File: config.mk
export PLATFORM = sky130hd
export DESIGN_NAME = tiled_zorder_pixel_address_top
export DESIGN_NICKNAME = d
export VERILOG_FILES = /design/src/hdl/tzpa_pkg.sv /design/src/hdl/tzpa_cfg.sv /design/src/hdl/tiled_zorder_pixel_address_top.sv
export SDC_FILE = /design/constraint.sdc
export NUM_CORES = 1
export LEC_CHECK = 0
export BUFFER_PORTS_ARGS = -buffer_cell sky130_fd_sc_hd__buf_2
export CORE_MARGIN = 10
export CORE_UTILIZATION = 59
export CTS_BUF_LIST = sky130_fd_sc_hd__clkbuf_8
export DETAILED_ROUTE_END_ITERATION = 10
export PLACE_DENSITY = 0.79
export SLEW_MARGIN = 25
export SYNTH_ARGS = -nofsm -noshare
export SYNTH_HDL_FRONTEND = slang
export SYNTH_SLANG_ARGS = --single-unit
export TNS_END_PERCENT = 5
File: constraint.sdc
create_clock -name clk -period 5.95 [get_ports clk]
set_input_delay 1.19 -clock clk [delete_from_list [all_inputs] [get_ports clk]]
set_output_delay 1.19 -clock clk [all_outputs]
set_load 0.01 [all_outputs]
File: src/hdl/tzpa_pkg.sv
// shared types and constants for the tiled z-order pixel address block
package tzpa_pkg;

  // defaults for the top level parameters
  localparam int unsigned DEF_COORD_BITS      = 14;
  localparam int unsigned DEF_INTERLEAVE_BITS = 8;

  // configuration register widths and reset values
  localparam int unsigned WIDTH_W    = 15;
  localparam int unsigned BPE_W      = 7;
  localparam int unsigned CFG_DATA_W = 15;
  localparam int unsigned CFG_IDX_W  = 1;

  localparam logic [WIDTH_W-1:0] RESET_SURFACE_WIDTH     = 15'd256;
  localparam logic [BPE_W-1:0]   RESET_BYTES_PER_ELEMENT = 7'd4;

  // register indexes on the configuration port
  localparam logic [CFG_IDX_W-1:0] REG_SURFACE_WIDTH     = 1'd0;
  localparam logic [CFG_IDX_W-1:0] REG_BYTES_PER_ELEMENT = 1'd1;

  // geometry
  localparam int unsigned LOG_W        = 3;   // holds log2 of edges and element sizes
  localparam int unsigned MIN_EDGE_LOG = 4;   // smallest tile edge is 16 pixels
  localparam int unsigned PER_ROW_W    = 12;  // tiles per row, up to 2048
  localparam int unsigned TILE_SHIFT   = 14;  // 16 KB per tile
  localparam int unsigned OFFSET_W     = 34;
  localparam int unsigned TILE_IDX_W   = OFFSET_W - TILE_SHIFT;

  // decoded surface geometry, handed from the config block to the datapath
  typedef struct packed {
    logic                 ok;
    logic [LOG_W-1:0]     sw_log;
    logic [LOG_W-1:0]     sh_log;
    logic [LOG_W-1:0]     bpe_log;
    logic [PER_ROW_W-1:0] per_row;
  } geom_t;

endpackage

File: src/hdl/tzpa_cfg.sv
// configuration registers and registered decode of the surface geometry
module tzpa_cfg (
  input  logic                              clk,
  input  logic                              rst,
  input  logic                              cfg_we,
  input  logic [tzpa_pkg::CFG_IDX_W-1:0]    cfg_index,
  input  logic [tzpa_pkg::CFG_DATA_W-1:0]   cfg_data,
  output tzpa_pkg::geom_t                   geom
);
  import tzpa_pkg::*;

  logic [WIDTH_W-1:0] surface_width;
  logic [WIDTH_W-1:0] surface_width_next;
  logic [BPE_W-1:0]   bytes_per_element;
  logic [BPE_W-1:0]   bytes_per_element_next;

  function automatic geom_t decode_geom(input logic [WIDTH_W-1:0] w,
                                        input logic [BPE_W-1:0] bpe);
    geom_t         g;
    logic [WIDTH_W:0] sum;
    logic [WIDTH_W:0] shifted;
    g = '0;
    case (bpe)
      7'd1: begin
        g.ok = 1'b1; g.sw_log = 3'd7; g.sh_log = 3'd7; g.bpe_log = 3'd0;
      end
      7'd2: begin
        g.ok = 1'b1; g.sw_log = 3'd7; g.sh_log = 3'd6; g.bpe_log = 3'd1;
      end
      7'd4: begin
        g.ok = 1'b1; g.sw_log = 3'd6; g.sh_log = 3'd6; g.bpe_log = 3'd2;
      end
      7'd8: begin
        g.ok = 1'b1; g.sw_log = 3'd6; g.sh_log = 3'd5; g.bpe_log = 3'd3;
      end
      7'd16: begin
        g.ok = 1'b1; g.sw_log = 3'd5; g.sh_log = 3'd5; g.bpe_log = 3'd4;
      end
      7'd32: begin
        g.ok = 1'b1; g.sw_log = 3'd5; g.sh_log = 3'd4; g.bpe_log = 3'd5;
      end
      7'd64: begin
        g.ok = 1'b1; g.sw_log = 3'd4; g.sh_log = 3'd4; g.bpe_log = 3'd6;
      end
      default: begin
        g.ok = 1'b0; g.sw_log = 3'd4; g.sh_log = 3'd4; g.bpe_log = 3'd0;
      end
    endcase
    // round width up to whole tiles
    sum       = {1'b0, w} + (((WIDTH_W+1)'(1)) << g.sw_log) - (WIDTH_W+1)'(1);
    shifted   = sum >> g.sw_log;
    g.per_row = shifted[PER_ROW_W-1:0];
    return g;
  endfunction

  // register values after this edge's write, so the decode keeps pace
  always_comb begin
    surface_width_next     = surface_width;
    bytes_per_element_next = bytes_per_element;
    if (cfg_we && cfg_index == REG_SURFACE_WIDTH) begin
      surface_width_next = cfg_data[WIDTH_W-1:0];
    end
    if (cfg_we && cfg_index == REG_BYTES_PER_ELEMENT) begin
      bytes_per_element_next = cfg_data[BPE_W-1:0];
    end
  end

  always_ff @(posedge clk) begin
    if (rst) begin
      surface_width     <= RESET_SURFACE_WIDTH;
      bytes_per_element <= RESET_BYTES_PER_ELEMENT;
      geom              <= decode_geom(RESET_SURFACE_WIDTH, RESET_BYTES_PER_ELEMENT);
    end else begin
      surface_width     <= surface_width_next;
      bytes_per_element <= bytes_per_element_next;
      geom              <= decode_geom(surface_width_next, bytes_per_element_next);
    end
  end

endmodule

File: src/hdl/tiled_zorder_pixel_address_top.sv
// top level of the tiled z-order pixel address generator
//
// Turns a pixel coordinate into its byte offset in a tiled surface of 16 KB
// tiles. Tile edges follow bytes_per_element (1 to 64, powers of two); inside
// a tile pixels sit in morton order (x on even bits, y on odd), tiles run
// row-major and every tile row is padded to whole tiles of surface_width.
// Any other element size returns offset 0 with the bad_element_size flag set.
// One request is taken every cycle while s_tready is high; each result is
// registered in turn by the stages before it is presented on m_tdata
// (split slice / tile row multiply and morton spread / final add and output
// register). A stage holds only while the stage ahead of it is full and
// stalled, so requests are refused only when m_tready is low with all three
// stages full. A configuration write applies to every request taken after
// the edge of the write; write only while no request is in flight.
module tiled_zorder_pixel_address_top #(
  parameter int unsigned COORD_BITS      = tzpa_pkg::DEF_COORD_BITS,
  parameter int unsigned INTERLEAVE_BITS = tzpa_pkg::DEF_INTERLEAVE_BITS
) (
  input  logic                                    clk,
  input  logic                                    rst,
  // configuration write port
  input  logic                                    cfg_we,
  input  logic [tzpa_pkg::CFG_IDX_W-1:0]          cfg_index,
  input  logic [tzpa_pkg::CFG_DATA_W-1:0]         cfg_data,
  // request side
  input  logic                                    s_tvalid,
  output logic                                    s_tready,
  input  logic [((2*COORD_BITS+7)/8)*8-1:0]       s_tdata,   // pixel_x, pixel_y, zero pad
  // result side
  output logic                                    m_tvalid,
  input  logic                                    m_tready,
  output logic [((tzpa_pkg::OFFSET_W+7)/8)*8-1:0] m_tdata,   // byte_offset, zero pad
  output logic                                    m_tuser    // bad_element_size
);
  import tzpa_pkg::*;

  localparam int unsigned TILE_POS_W = COORD_BITS - MIN_EDGE_LOG;   // tile column / row
  localparam int unsigned ZW         = 2 * INTERLEAVE_BITS;         // morton code
  localparam int unsigned ZSH_W      = ZW + (1 << LOG_W);           // morton code after scaling
  localparam int unsigned PROD_W     = TILE_POS_W + PER_ROW_W;
  localparam int unsigned SUM_RAW_W  = PROD_W + 1;
  localparam int unsigned SUM_W      = (SUM_RAW_W > TILE_IDX_W) ? SUM_RAW_W : TILE_IDX_W;
  localparam int unsigned TDATA_OUT_W = ((OFFSET_W + 7) / 8) * 8;

  geom_t geom;

  tzpa_cfg u_cfg (
    .clk       (clk),
    .rst       (rst),
    .cfg_we    (cfg_we),
    .cfg_index (cfg_index),
    .cfg_data  (cfg_data),
    .geom      (geom)
  );

  // request fields
  logic [COORD_BITS-1:0] pixel_x;
  logic [COORD_BITS-1:0] pixel_y;
  assign pixel_x = s_tdata[COORD_BITS-1:0];
  assign pixel_y = s_tdata[2*COORD_BITS-1:COORD_BITS];

  // per stage ready: a stage moves on when it is empty or the next one takes it
  logic rdy1, rdy2, rdy3;
  logic v1, v2, v3;

  assign rdy3     = !v3 || m_tready;
  assign rdy2     = !v2 || rdy3;
  assign rdy1     = !v1 || rdy2;
  assign s_tready = rdy1;

  // stage 1: split the coordinate into tile position and position in tile
  logic                       ok1;
  logic [LOG_W-1:0]           bpe_log1;
  logic [PER_ROW_W-1:0]       per_row1;
  logic [TILE_POS_W-1:0]      tile_col1, tile_row1;
  logic [INTERLEAVE_BITS-1:0] lx1, ly1;

  logic [COORD_BITS-1:0]      col_shift, row_shift;
  logic [INTERLEAVE_BITS-1:0] xmask, ymask;

  always_comb begin
    col_shift = pixel_x >> geom.sw_log;
    row_shift = pixel_y >> geom.sh_log;
    xmask     = (INTERLEAVE_BITS'(1) << geom.sw_log) - INTERLEAVE_BITS'(1);
    ymask     = (INTERLEAVE_BITS'(1) << geom.sh_log) - INTERLEAVE_BITS'(1);
  end

  always_ff @(posedge clk) begin
    if (rst) begin
      v1 <= 1'b0;
    end else if (rdy1) begin
      v1 <= s_tvalid;
    end
  end

  always_ff @(posedge clk) begin
    if (rdy1 && s_tvalid) begin
      ok1       <= geom.ok;
      bpe_log1  <= geom.bpe_log;
      per_row1  <= geom.per_row;
      tile_col1 <= col_shift[TILE_POS_W-1:0];
      tile_row1 <= row_shift[TILE_POS_W-1:0];
      lx1       <= pixel_x[INTERLEAVE_BITS-1:0] & xmask;
      ly1       <= pixel_y[INTERLEAVE_BITS-1:0] & ymask;
    end
  end

  // stage 2: tile row times tiles per row, morton spread scaled by element size
  function automatic logic [ZW-1:0] morton(input logic [INTERLEAVE_BITS-1:0] lx,
                                           input logic [INTERLEAVE_BITS-1:0] ly);
    logic [ZW-1:0] z;
    z = '0;
    for (int i = 0; i < INTERLEAVE_BITS; i++) begin
      z[2*i]   = lx[i];
      z[2*i+1] = ly[i];
    end
    return z;
  endfunction

  logic                  ok2;
  logic [PROD_W-1:0]     prod2;
  logic [TILE_POS_W-1:0] tile_col2;
  logic [TILE_SHIFT-1:0] zb2;
  logic [ZSH_W-1:0]      zscaled;

  assign zscaled = ZSH_W'(morton(lx1, ly1)) << bpe_log1;

  always_ff @(posedge clk) begin
    if (rst) begin
      v2 <= 1'b0;
    end else if (rdy2) begin
      v2 <= v1;
    end
  end

  always_ff @(posedge clk) begin
    if (rdy2 && v1) begin
      ok2       <= ok1;
      prod2     <= PROD_W'(tile_row1) * PROD_W'(per_row1);
      tile_col2 <= tile_col1;
      zb2       <= zscaled[TILE_SHIFT-1:0];
    end
  end

  // stage 3: tile index add and output register; the in-tile part never carries
  logic [SUM_W-1:0] tile_num;
  assign tile_num = SUM_W'(prod2) + SUM_W'(tile_col2);

  logic [OFFSET_W-1:0] offset3;
  logic                bad3;

  always_ff @(posedge clk) begin
    if (rst) begin
      v3 <= 1'b0;
    end else if (rdy3) begin
      v3 <= v2;
    end
  end

  always_ff @(posedge clk) begin
    if (rdy3 && v2) begin
      bad3    <= !ok2;
      offset3 <= ok2 ? {tile_num[TILE_IDX_W-1:0], zb2} : '0;
    end
  end

  assign m_tvalid = v3;
  assign m_tuser  = bad3;
  assign m_tdata  = TDATA_OUT_W'(offset3);

  // a flagged result never carries an offset
  assert property (@(posedge clk) disable iff (rst)
    (m_tvalid && m_tuser) |-> (m_tdata == '0))
    else $error("bad element size result with non-zero offset");

  // requests are refused only when every stage holds an item
  assert property (@(posedge clk) disable iff (rst)
    !s_tready |-> (v1 && v2 && v3))
    else $error("request refused with a bubble in the pipe");

  // a held result keeps the stage behind it frozen
  assert property (@(posedge clk) disable iff (rst)
    (v3 && !m_tready && v2) |=> (v2 && $stable(prod2) && $stable(zb2)))
    else $error("stage two lost its item during a stall");

  // nothing comes out straight after reset
  assert property (@(posedge clk)
    $past(rst) |-> !m_tvalid)
    else $error("result valid straight after reset");

endmodule

==> summary.txt <==
Status
  – Status: completed

Final layout
  – Multi-input gate area: roughly 6600 µm²
  – Ant diodes: 0
  – Fillers: 1,531
  – Commonest non-fill, non-tap cell in the layout: edfxtp_1
  – Layout cells sized above 1: 14.01%
  – Most frequent cells in the layout: 130 x edfxtp_1, 112 x inv_1, 105 x nand2_1, 89 x and2_1, 85 x buf_2
  – FF+latch area: 4805 µm²
  – Area growth from synthesis to layout: 9.079%
  – Design area: between 10,000 and 15,000 µm²
  – Final #Nets: 1,385

Hold path
  – HP Class: flip-flop to flip-flop
  – Hold_sp: u_cfg.geom[4]$_SDFF_PP0_
  – Hold-critical path endpoint: per_row1[4]$_DFFE_PP_
  – Hold path cells: 0

Floorplan
  – Rows: 52
  – Initial core utilization: 59.63%
  – Io pins: 96
  – Die width: approximately 160 µm
  – Core Area: 20,100 µm²
  – Die area: 26,420 µm²
  – Die height: 162.6 µm

Power
  – Worst vdd ir: about 0.00034 V
  – Leakage power: 5.690 nW
  – Power Density: 451.7 nW/µm²

Synth
  – Synth Instances: ~1,100
  – Synth Area per Inst: 10.75 µm²
  – Seq/Total Area, Yosys: 40.08%
  – Yosys reg bits: 175
  – Main synth FF type: edfxtp_1
  – Simple-gate share of the synthesized area: 14.97%
  – Mapped cell area: approximately 12,000 µm²
  – Ys async rst share: 0%
  – Top cell type's share of synthesized area: 32.56%
  – Synthesized-area fraction occupied by ao, oa, aoi and oai cells: 9.090%
  – Area leader, netlist: edfxtp_1
  – Xor/xnor share of the synthesized area: 3.141%
  – Post-synthesis mux area share: 6.189%
  – Largest family of logic cells by synthesized area: adder cells
  – Post-synth EDFFs: 130
  – Post-Synth Adder-Cell Area: 20.85%
  – Top post-synthesis cells by area: edfxtp_1 33%, fa_1 13%, ha_1 7.8%
  – Yosys synthesis warning count: 0
  – Post-synth cell types: 67

Global routing
  – Vias in the first global route: 7,912
  – Initial antenna violation count: 0
  – First-pass GRT wire length: 38,240 µm
  – Total GRT Usage: 17.53%
  – Largest net degree at the start of global routing: 46
  – Gr ovfl total: 0

Detailed routing
  – First-pass DRT Iterations: 5
  – WL per Instance: between 15 and 20 µm
  – DRT iter0 DRCs: 464
  – Vias per cell: between 5 and 6
  – Vias: 8,005
  – ANT nets after route: 0
  – DRC: 0
  – Routed Wire Length: 22,710 µm

Worst setup path
  – Worst reg2reg setup slack: around 0.46 ns
  – Worst r2r src: tile_row1[5]$_DFFE_PP_
  – Crit path launch: tile_row1[5]$_DFFE_PP_
  – WP data required: 6.17 ns
  – CP Launch Type: flip-flop
  – CP arrival: approximately 5.7 ns
  – CP Capture Type: flip-flop
  – Largest fanout on the critical path: 12
  – Worst reg2reg path endpoint: prod2[19]$_DFFE_PP_
  – R2r worst-path depth: 19
  – Crit Path Class: flip-flop to flip-flop

Timing
  – Fmax: between 0.15 and 0.2 GHz
  – Final Hold Fails: 0
  – Worst-Margin Slew: 0.9149 ns
  – Slew Viols, Final: 0
  – Final worst setup slack: 0.4584 ns
  – Count of final setup violators: 0
  – TNS Setup: 0 ns
  – Worst Skew: 0.02463 ns
  – Post-route minimum period: 5.492 ns
  – Period utilization: 92.30%
  – Slew HR: 38.88%
  – RSZ-0062 raised after global routing: no

Placement
  – Placed cell area: 12,640 µm²
  – Gp weighted congestion: 0.9050
  – Hpwl dp: approximately 18,000 µm
  – # port buffers: 85
  – Setup slack after placement: 0.4567 ns

Clock network
  – H-tree depth: 4
  – Clk pin slew, worst setup/hold paths: 0.11 ns
  – CTS root buf: clkbuf_8
  – CTS tree: built
  – Clock Sinks: 175
  – Max clock buf depth: 2
  – PostCTS Resize Cnt: 0
  – Hold_buf cts: 0
  – Post CTS Setup Buffer Count: 0
  – Worst skew pair latency: 0.48 ns
  – CTS Buf Count: 17

Job
  – Max-cap violations: 0
## stage by stage
step | hold slack [ns] | cells | util, % | power (mW)
floorplan | 0.3855 | 1120 | - | 4.375
global placement | 0.3875 | 1430 | 62.88 | 4.904
detailed placement | 0.3887 | 1430 | 62.88 | 5.048
CTS | 0.4023 | 1462 | 65.05 | 5.938
global route | 0.4149 | 1462 | 65.05 | 6.498
finish | 0.4024 | 1462 | 65.05 | 5.906
## critical path, cell delays in order (launching register included)
cell      delay [ns]
edfxtp_1        0.59
and2_1          0.24
fa_1            0.42
fa_1            0.54
inv_1           0.05
fa_1            0.47
inv_1           0.05
fa_1            0.53
inv_1           0.05
fa_1            0.52
inv_1           0.04
ha_1            0.20
or3_1           0.37
o21ai_0         0.16
o21bai_1        0.23
o21a_1          0.19
nand2b_1        0.08
a31oi_1         0.25
a21oi_1         0.12
xnor2_1         0.14
## flip-flops by register name (all words and copies together) (netlist names)
name,count
bpe_log1,3
u_cfg.bytes_per_element,7
tile_col1,10
v2,1
prod2,20
per_row1,12
ok1,1
tile_col2,10
v1,1
u_cfg.surface_width,15
m_tvalid,1
zb2,14
offset3,34
u_cfg.geom,20
m_tuser,1
ok2,1
ly1,7
tile_row1,10
lx1,7
## logic make-up (layout without fill, tap and decap cells)
family                     count (synthesis)  count (layout)
and+or+nand+nor                          354             354
DFF                                      175             175
buffers and inverters                    170             242
AOI/OAI and AO/OA                        162             162
adders and majority gates                153             153
muxes                                     57              57
xor gates and xnor gates                  43              43
other                                      1               6
## cell usage after synthesis (all sizes together), types with 18 or more instances
| master | instances |
|---|---|
| nor2 | 65 |
| inv | 112 |
| buf | 18 |
| clkbuf | 39 |
| a21oi | 53 |
| edfxtp | 130 |
| nand2 | 106 |
| xnor2 | 29 |
| ha | 75 |
| fa | 78 |
| mux2i | 38 |
| o21ai | 34 |
| dfxtp | 45 |
| nor3 | 20 |
| and2 | 89 |
## power breakdown
group / leakage (nW) / internal (mW) / total, mW / switching (mW)
registers: 1.62 / 1.66 / 1.78 / 0.123
logic: 3.86 / 1.48 / 3.26 / 1.79
clock network: 0.210 / 0.332 / 0.864 / 0.533
total: 5.69 / 3.46 / 5.91 / 2.44
## area by class of cell
type,instances,area share [%]
flip-flops and latches,175,36.74
clock inverters,15,1.550
well taps,270,2.583
repair buffers,97,3.942
clock buffers,17,1.789
inverters,113,3.243
multi-input cells,775,50.15
## worst max-delay path by stage
stage / endpoint / slack (ns)
2_1_floorplan: prod2[18]$_DFFE_PP_ / 0.68
3_3_place_gp: prod2[18]$_DFFE_PP_ / 0.50
3_5_place_dp: prod2[18]$_DFFE_PP_ / 0.46
4_1_cts: prod2[18]$_DFFE_PP_ / 0.44
5_1_grt: prod2[19]$_DFFE_PP_ / 0.13
6_report: prod2[19]$_DFFE_PP_ / 0.46
## routing by layer
metal,up-vias,wire (µm),global-route usage [%]
met5,-,0,0
met4,0,244,4.631
met3,22,1520,3.842
met2,222,10940,28.39
met1,3838,10010,23.45
li1,3923,-,-
(Power assumes the default switching activity.)
